### src/sab_pkg.sv
// Shared types and constants for the suffix array builder.
`default_nettype none
package sab_pkg;
  localparam int SymW = 8;
  localparam int StartW = 5;

  // Request moved from the front part to the back part through the queue.
  typedef struct packed {
    logic [SymW-1:0] symbol;
    logic            last_symbol;
  } sab_req_t;
endpackage
`default_nettype wire

### src/sab_if.sv
// Valid/ready channel interfaces for the input and result requests.
`default_nettype none
interface sab_in_if;
  logic       valid;
  logic       ready;
  logic [7:0] symbol;
  logic       last_symbol;
  modport source (output valid, output symbol, output last_symbol, input ready);
  modport sink (input valid, input symbol, input last_symbol, output ready);
endinterface

interface sab_out_if;
  logic       valid;
  logic       ready;
  logic [4:0] suffix_start;
  logic       last_result;
  logic       overflow;
  modport source (output valid, output suffix_start, output last_result, output overflow,
                  input ready);
  modport sink (input valid, input suffix_start, input last_result, input overflow,
                output ready);
endinterface
`default_nettype wire

### src/sab_ram.sv
// Generic single-port-write, one-read RAM with registered read data.
`default_nettype none
module sab_ram #(
  parameter int Width = 8,
  parameter int Depth = 32
) (
  input  wire logic                     clk,
  input  wire logic                     we,
  input  wire logic [$clog2(Depth)-1:0] waddr,
  input  wire logic [Width-1:0]         wdata,
  input  wire logic [$clog2(Depth)-1:0] raddr,
  output logic [Width-1:0]              rdata
);
  logic [Width-1:0] mem [Depth];
  always_ff @(posedge clk) begin
    if (we) mem[waddr] <= wdata;
    rdata <= mem[raddr];
  end
endmodule
`default_nettype wire

### src/sab_front.sv
// Front part: accepts input requests into a short queue.
`default_nettype none
module sab_front (
  input  wire logic     clk,
  input  wire logic     rst_n,
  sab_in_if.sink        in_ch,
  output sab_pkg::sab_req_t q_data,
  output logic          q_valid,
  input  wire logic     q_pop
);
  import sab_pkg::*;
  localparam int Depth = 4;
  sab_req_t mem_r [Depth];
  logic [1:0] wp_r, rp_r;
  logic [2:0] cnt_r;
  logic push;

  assign in_ch.ready = (cnt_r != 3'(Depth));
  assign push = in_ch.valid && in_ch.ready;
  assign q_valid = (cnt_r != 3'd0);
  assign q_data = mem_r[rp_r];

  always_ff @(posedge clk) begin
    if (push) mem_r[wp_r] <= '{symbol: in_ch.symbol, last_symbol: in_ch.last_symbol};
    if (!rst_n) begin
      wp_r <= '0; rp_r <= '0; cnt_r <= '0;
    end else begin
      if (push) wp_r <= wp_r + 2'd1;
      if (q_pop) rp_r <= rp_r + 2'd1;
      cnt_r <= cnt_r + 3'(push) - 3'(q_pop);
    end
  end
endmodule
`default_nettype wire

### src/sab_back.sv
// Back part: stores bytes, insertion-sorts suffixes and emits the order.
`default_nettype none
module sab_back #(
  parameter int MaxLen = 32
) (
  input  wire logic         clk,
  input  wire logic         rst_n,
  input  sab_pkg::sab_req_t q_data,
  input  wire logic         q_valid,
  output logic              q_pop,
  sab_out_if.source         out_ch
);
  import sab_pkg::*;
  localparam int AW = $clog2(MaxLen);
  localparam int LW = $clog2(MaxLen + 1);

  localparam logic [3:0] S_LOAD = 4'd0, S_INIT = 4'd1, S_OUTER = 4'd2, S_KEYR = 4'd3,
                         S_PREV = 4'd4, S_CA = 4'd5, S_CMP = 4'd6, S_SHIFT = 4'd7,
                         S_PUT = 4'd8, S_ORD = 4'd9, S_EMIT = 4'd10, S_CB = 4'd11,
                         S_CC = 4'd12, S_STEP = 4'd13;
  logic [3:0] st_r;
  logic [LW-1:0] len_r, i_r, j_r, k_r;
  logic [LW-1:0] a_r, b_r;
  logic ovf_r;
  logic [AW-1:0] key_r, prev_r;
  logic [7:0] ca_r;

  logic t_we, o_we;
  logic [AW-1:0] t_wa, t_ra, o_wa, o_ra;
  logic [7:0] t_wd, t_rd;
  logic [AW-1:0] o_wd, o_rd;

  sab_ram #(.Width(8), .Depth(MaxLen)) u_text (
    .clk(clk), .we(t_we), .waddr(t_wa), .wdata(t_wd), .raddr(t_ra), .rdata(t_rd));
  sab_ram #(.Width(AW), .Depth(MaxLen)) u_order (
    .clk(clk), .we(o_we), .waddr(o_wa), .wdata(o_wd), .raddr(o_ra), .rdata(o_rd));

  logic out_v_r, out_l_r;
  logic [AW-1:0] out_s_r;
  assign out_ch.valid = out_v_r;
  assign out_ch.suffix_start = StartW'(out_s_r);
  assign out_ch.last_result = out_l_r;
  assign out_ch.overflow = ovf_r;

  assign q_pop = (st_r == S_LOAD) && q_valid;
  assign t_we = q_pop && (len_r != LW'(MaxLen));
  assign t_wa = len_r[AW-1:0];
  assign t_wd = q_data.symbol;
  assign t_ra = (st_r == S_CB) ? b_r[AW-1:0] : a_r[AW-1:0];

  always_comb begin
    o_we = 1'b0; o_wa = i_r[AW-1:0]; o_wd = i_r[AW-1:0]; o_ra = i_r[AW-1:0];
    case (st_r)
      S_INIT: o_we = 1'b1;
      S_OUTER: o_ra = i_r[AW-1:0];
      S_PREV: o_ra = AW'(j_r - LW'(1));
      S_SHIFT: begin o_we = 1'b1; o_wa = j_r[AW-1:0]; o_wd = prev_r; end
      S_PUT: begin o_we = 1'b1; o_wa = j_r[AW-1:0]; o_wd = key_r; end
      S_ORD, S_EMIT: o_ra = k_r[AW-1:0];
      default: ;
    endcase
  end

  always_ff @(posedge clk) begin
    if (!rst_n) begin
      st_r <= S_LOAD; len_r <= '0; ovf_r <= 1'b0; out_v_r <= 1'b0;
    end else begin
      case (st_r)
        S_LOAD: if (q_valid) begin
          if (len_r != LW'(MaxLen)) len_r <= len_r + LW'(1);
          else ovf_r <= 1'b1;
          i_r <= '0;
          if (q_data.last_symbol) st_r <= S_INIT;
        end
        S_INIT: if (i_r + LW'(1) >= len_r) begin
          i_r <= LW'(1); st_r <= S_OUTER;
        end else i_r <= i_r + LW'(1);
        S_OUTER: if (i_r >= len_r) begin
          k_r <= '0; st_r <= S_ORD;
        end else begin
          j_r <= i_r; st_r <= S_KEYR;
        end
        S_KEYR: begin key_r <= o_rd; st_r <= (j_r == '0) ? S_PUT : S_PREV; end
        S_PREV: st_r <= S_CMP;
        S_CMP: begin
          // Operand positions: a walks the earlier entry, b the key.
          prev_r <= o_rd; a_r <= LW'(o_rd); b_r <= LW'(key_r); st_r <= S_CA;
        end
        S_CA: begin
          // Compare loop: a or b exhausted ends it; else fetch bytes.
          if (a_r >= len_r || b_r >= len_r) begin
            st_r <= (a_r < len_r) ? S_SHIFT : S_PUT;
          end else begin
            st_r <= S_CB;
          end
        end
        S_CB: begin ca_r <= t_rd; st_r <= S_CC; end
        S_CC: begin
          if (ca_r != t_rd) st_r <= (ca_r > t_rd) ? S_SHIFT : S_PUT;
          else begin a_r <= a_r + LW'(1); b_r <= b_r + LW'(1); st_r <= S_STEP; end
        end
        S_STEP: st_r <= S_CA;
        S_SHIFT: begin
          j_r <= j_r - LW'(1);
          st_r <= (j_r == LW'(1)) ? S_PUT : S_PREV;
        end
        S_PUT: begin i_r <= i_r + LW'(1); st_r <= S_OUTER; end
        S_ORD: st_r <= S_EMIT;
        S_EMIT: if (!out_v_r) begin
          out_v_r <= 1'b1; out_s_r <= o_rd; out_l_r <= (k_r + LW'(1) == len_r);
        end else if (out_ch.ready) begin
          out_v_r <= 1'b0;
          if (out_l_r) begin
            len_r <= '0; ovf_r <= 1'b0; st_r <= S_LOAD;
          end else begin
            k_r <= k_r + LW'(1); st_r <= S_ORD;
          end
        end
        default: st_r <= S_LOAD;
      endcase
    end
  end
endmodule
`default_nettype wire

### src/suffix_array_builder_unit.sv
// Top level of the suffix array builder.
`default_nettype none
// Bytes arrive one per request into a four-entry queue and are stored one per
// cycle by the back part while it is loading; the final byte starts an
// insertion sort of suffix start positions held in a RAM, comparing two
// suffixes one byte pair at a time through the single text RAM read port.
// Results are then offered one at a time, the next read only once the
// receiver has taken the last. Bytes beyond MAX_LEN are dropped and flagged
// as overflow on every result of that string. A string of only overflowing
// bytes never occurs. MAX_LEN must be at least two; the block does not check.
module suffix_array_builder_unit #(
  parameter int MAX_LEN = 32
) (
  input wire logic clk,
  input wire logic rst_n,
  sab_in_if.sink    in_ch,
  sab_out_if.source out_ch
);
  import sab_pkg::*;
  sab_req_t q_data;
  logic q_valid, q_pop;

  sab_front u_front (.clk(clk), .rst_n(rst_n), .in_ch(in_ch),
    .q_data(q_data), .q_valid(q_valid), .q_pop(q_pop));
  sab_back #(.MaxLen(MAX_LEN)) u_back (.clk(clk), .rst_n(rst_n),
    .q_data(q_data), .q_valid(q_valid), .q_pop(q_pop), .out_ch(out_ch));
endmodule
`default_nettype wire

### src/flat_wrapper.sv
// flat-port wrapper written by rule: the top's interface ports become plain ports
module suffix_array_builder_unit_flat import sab_pkg::*;
#(
  parameter int MAX_LEN = 32
)
  (clk, rst_n, in_ch_valid, in_ch_symbol, in_ch_last_symbol, in_ch_ready, out_ch_valid, out_ch_suffix_start, out_ch_last_result, out_ch_overflow, out_ch_ready);
  sab_in_if in_ch_i ();
  sab_out_if out_ch_i ();
  input wire logic clk;
  input wire logic rst_n;
  input wire logic [$bits(in_ch_i.valid)-1:0] in_ch_valid;
  input wire logic [$bits(in_ch_i.symbol)-1:0] in_ch_symbol;
  input wire logic [$bits(in_ch_i.last_symbol)-1:0] in_ch_last_symbol;
  output wire logic [$bits(in_ch_i.ready)-1:0] in_ch_ready;
  output wire logic [$bits(out_ch_i.valid)-1:0] out_ch_valid;
  output wire logic [$bits(out_ch_i.suffix_start)-1:0] out_ch_suffix_start;
  output wire logic [$bits(out_ch_i.last_result)-1:0] out_ch_last_result;
  output wire logic [$bits(out_ch_i.overflow)-1:0] out_ch_overflow;
  input wire logic [$bits(out_ch_i.ready)-1:0] out_ch_ready;
  assign in_ch_i.valid = in_ch_valid;
  assign in_ch_i.symbol = in_ch_symbol;
  assign in_ch_i.last_symbol = in_ch_last_symbol;
  assign in_ch_ready = in_ch_i.ready;
  assign out_ch_valid = out_ch_i.valid;
  assign out_ch_suffix_start = out_ch_i.suffix_start;
  assign out_ch_last_result = out_ch_i.last_result;
  assign out_ch_overflow = out_ch_i.overflow;
  assign out_ch_i.ready = out_ch_ready;
  suffix_array_builder_unit #(.MAX_LEN(MAX_LEN)) u_core (.clk(clk), .rst_n(rst_n), .in_ch(in_ch_i), .out_ch(out_ch_i));
endmodule
### config.mk
export PLATFORM = sky130hd
export DESIGN_NAME = suffix_array_builder_unit_flat
export DESIGN_NICKNAME = d
export VERILOG_FILES = /design/src/sab_pkg.sv /design/src/sab_if.sv /design/src/sab_ram.sv /design/src/sab_front.sv /design/src/sab_back.sv /design/src/suffix_array_builder_unit.sv /design/src/flat_wrapper.sv
export SDC_FILE = /design/constraint.sdc
export NUM_CORES = 1
export LEC_CHECK = 0
export BUFFER_PORTS_ARGS = -buffer_cell sky130_fd_sc_hd__buf_4
export CAP_MARGIN = 20
export CORE_MARGIN = 5
export CORE_UTILIZATION = 45
export DETAILED_ROUTE_END_ITERATION = 8
export PLACE_DENSITY = 0.61
export SYNTH_ARGS = -nofsm -noshare
export SYNTH_HDL_FRONTEND = slang
export SYNTH_SLANG_ARGS = --single-unit
### constraint.sdc
create_clock -name clk -period 4.05 [get_ports clk]
set_input_delay 0.2025 -clock clk [delete_from_list [all_inputs] [get_ports clk]]
set_output_delay 0.2025 -clock clk [all_outputs]
set_load 0.05 [all_outputs]
==> summary.md <==
| Metric | Value |
|---|---|
| Clock power share | `0.322` |
| Comb power frac | `0.215` |
| Cts repair resizes | `0` |
| Post-synth top cells | `519 x nand2_1, 506 x edfxtp_1, 137 x nand3_1` |
| Critical path class | `flop to flop` |
| Critical Path Max Stage Delay | `690 ps` |
| Rows | `83` |
| Detailed placer's ending HPWL | `35.1 mm` |
| Crit-path slowest cell | `or4b_1` |
| # clock sinks | `540` |
| Switch Pwr | `4.75 mW` |
| Netlist Area Pre-Place | `23200 sq um` |
| Clk Latency, worst-skew pair | `600 ps` |
| Final Max Tran Viols | `0` |
| Worst path required time | `4520 ps` |
| Initial DRC count | `1367` |
| CTS Buf Count | `54` |
| Final Cycle Share | `0.836` |
| P_int | `11.0 mW` |
| Crit-path max FO | `29` |
| Die H | `237 um` |
| Postcts setup bufs | `0` |
| GP Congestion | `0.874` |
| Syn_nets | `1951` |
| Grt total ovfl | `0` |
| Layout area overhead | `12.7%` |
| Drt first pass iters | `5` |
| Worst-path clk slew | `60 ps` |
| Worst EP arrival | `3850 ps` |
| Top delay family on crit path | `simple AND/OR/NAND/NOR gates` |
| Switch share | `0.301` |
| Syn Inst Count | `1889` |
| CP endpoint kind | `flop` |
| Synth area leader | `edfxtp_1` |
| Mean Syn Cell Area | `12.3 sq um` |
| Htree depth | `2` |
| Root buffer cell | `clkbuf_16` |
| Total Nets Final | `1987` |
| Relative slew slack | `0.312` |
| Buf/Inv on CP | `1` |
| Post-synth top area share | `0.656` |
| Worst setup SP type | `flop` |
| Top cells by area, synth | `edfxtp_1 66%, nand2_1 8.4%, nand3_1 3.0%, dfxtp_1 2.9%, ha_1 2.6%` |
| Number of port buffers | `21` |
| Final Hold Vio Count | `0` |
| Initial antenna violation count | `0` |
| Util after Layout | `0.510` |
| DRC errors left | `0` |
| Seq/Total Area, Yosys | `0.685` |
| Vias in the first global route | `14.7k` |
| Worst Skew | `17.4 ps` |
| Sequential power share | `0.462` |
| Worst vdd ir | `0.443 mV` |
| Setup TNS | `0 ps` |
| CP most frequent cell | `nand3_1` |
| IO Count | `22` |
| Clock Tree Buf Depth | `3` |
| Number of diodes | `0` |
| Die ar. | `56100 sq um` |
| Vias per cell | `5.60` |
| Minimum clock period | `3380 ps` |
| Layout cell share with drive strength beyond 1 | `0.0854` |
| CTS tree | `built` |
| Hold crit path type | `primary input to flop` |
| Initial Util | `0.453` |
| Synth cell types | `63` |
| Vias | `14.8k` |
| Final setup fails | `0` |
| P per Cell Area | `604 nW/um^2` |
| WL final | `55.3 mm` |
| Yosys warns | `0` |
| Setup repair after global routing missed its margin | `no` |
| Top-count cell post-synth | `nand2_1` |
| Async SR Flop Fraction | `0` |
| Synth Flop Type | `edfxtp_1` |
| Max-Cap Viols | `0` |
| Worst Tran Pin Value | `1030 ps` |
| Max Fclk | `295 MHz` |
| Leakage | `9.18 nW` |
| Post-synth EDFFs | `506` |
| Status | `complete, no violations` |
| Routed wire per std cell | `20.9 um` |
| Cell Chain, Critical Path | `or4b_1 -> nor2_1 -> a221o_1 -> buf_4 -> nand3_1 -> nand3_1 -> nand4_1 -> or4_1` |
| Largest net degree at the start of global routing | `85` |
| First-pass GRT wire length | `85.4 mm` |
| Chip width | `237 um` |
| Overall Global Routing Usage | `0.194` |
| Number of synthesized register bits | `540` |
| Core Region | `51200 sq um` |
| Final ANT Viol Nets | `0` |
[what timing repair did]
| action | CTS | global route |
|---|---|---|
| endpoints found under the hold margin | 41 | 0 |
| setup endpoints to repair | 0 | 0 |
| hold buffers | 11 | 0 |
[sequential cells by signal, indices dropped and copies added, names as in the netlist, 2 cells and up, named ones only]
name,cells
u_core.u_back.prev_r,5
u_core.u_back.u_text.mem,256
u_core.u_front.wp_r,2
u_core.u_back.ca_r,8
u_core.u_back.u_order.rdata,5
u_core.u_back.j_r,6
u_core.u_back.key_r,5
u_core.u_back.k_r,6
u_core.u_front.rp_r,2
u_core.u_back.u_text.rdata,8
u_core.u_back.b_r,6
u_core.u_front.cnt_r,3
u_core.u_back.out_ch.suffix_start,5
u_core.u_back.st_r,4
u_core.u_back.a_r,6
u_core.u_back.len_r,6
u_core.u_back.i_r,6
u_core.u_front.mem_r,36
u_core.u_back.u_order.mem,160
[stage by stage]
step / instance area (sq um) / hold slack [ps] / cells / power (mW) / setup WS, ps
floorplan: 23200 / 301 / 1889 / 9.61 / 1280
global placement: 24200 / 406 / 2538 / 10.7 / 867
detailed placement: 24200 / 411 / 2538 / 10.8 / 741
CTS: 26100 / 30.0 / 2647 / 15.9 / 716
global route: 26100 / 85.8 / 2647 / 16.5 / 460
finish: 26100 / 57.8 / 2647 / 15.8 / 666
[cell usage in the layout (no fill, tap or decap), types with 9 or more instances in the layout]
cell / Yosys / layout
a21oi_1: 23 / 23
a221o_1: 12 / 11
a22oi_1: 9 / 9
a311oi_1: 10 / 10
and3_1: 22 / 22
buf_4: 2 / 56
clkbuf_16: 0 / 55
clkinv_1: 3 / 14
clkinv_2: 0 / 10
dfxtp_1: 34 / 34
dlygate4sd3_1: 0 / 11
edfxtp_1: 506 / 506
ha_1: 48 / 48
inv_1: 26 / 26
mux2i_1: 20 / 16
mux4_2: 9 / 9
nand2_1: 519 / 519
nand2b_1: 15 / 15
nand3_1: 137 / 137
nand4_1: 11 / 11
nor2_1: 119 / 119
nor2b_1: 14 / 14
nor3_1: 9 / 9
o211ai_1: 65 / 65
o21ai_0: 62 / 60
xnor2_1: 22 / 22
xor2_1: 13 / 13
[power by group through the flow]
stage	combinational, mW	sequential, mW	clock [mW]
floorplan	2.36	7.26	0
global placement	3.33	7.41	0
detailed placement	3.40	7.42	0
CTS	3.42	7.30	5.18
global route	3.77	7.33	5.40
finish	3.39	7.30	5.09
[logic make-up after synthesis]
kind of cell	Yosys count	synth area share
buffers and inverters	123	0.0247
DFF	540	0.685
and+or+nand+nor	876	0.161
xor gates and xnor gates	35	0.0132
muxes	29	0.0174
adders and majority gates	49	0.0268
AOI/OAI and AO/OA	237	0.0718
[worst register-to-register path: stages, from the launching register on]
cell and delay (ps):
dfxtp_1 460, or4b_1 690, nor2_1 310, a221o_1 470, buf_4 380, nand3_1 150, nand3_1 110, nand4_1 140
or4_1 540
[area by class of cell]
| type | instances | area [sq um] |
|---|---|---|
| clock buffer | 61 | 1400 |
| inverter | 29 | 109 |
| tap | 680 | 851 |
| sequential | 540 | 15900 |
| multi-input combinational | 1226 | 6820 |
| fill | 4382 | 25100 |
| clock inverter | 37 | 400 |
| timing repair buffer | 74 | 671 |
[per-layer routing]
metal | GRT usage | vias to the layer above | share of wire
met5 | 0 | - | 0
met2 | 0.319 | 507 | 0.48
li1 | - | 6936 | -
met4 | 0.0628 | 0 | 0.029
met3 | 0.0287 | 102 | 0.063
met1 | 0.267 | 7281 | 0.43
[path summary, 6_finish.rpt]
kind	startpoint	depth (start not counted)	slack, ps	to
worst max register to register	u_core.u_back.st_r[0]	8	670	u_core.u_back.u_order.rdata[4]
worst max-delay path	u_core.u_back.st_r[0]	8	670	u_core.u_back.u_order.rdata[4]
worst min-delay path	in_ch_valid	4	60	u_core.u_front.wp_r[1]
worst min register to register	u_core.u_back.u_text.rdata[4]	0	440	u_core.u_back.ca_r[4]
Power figures use the tool's default switching activity.
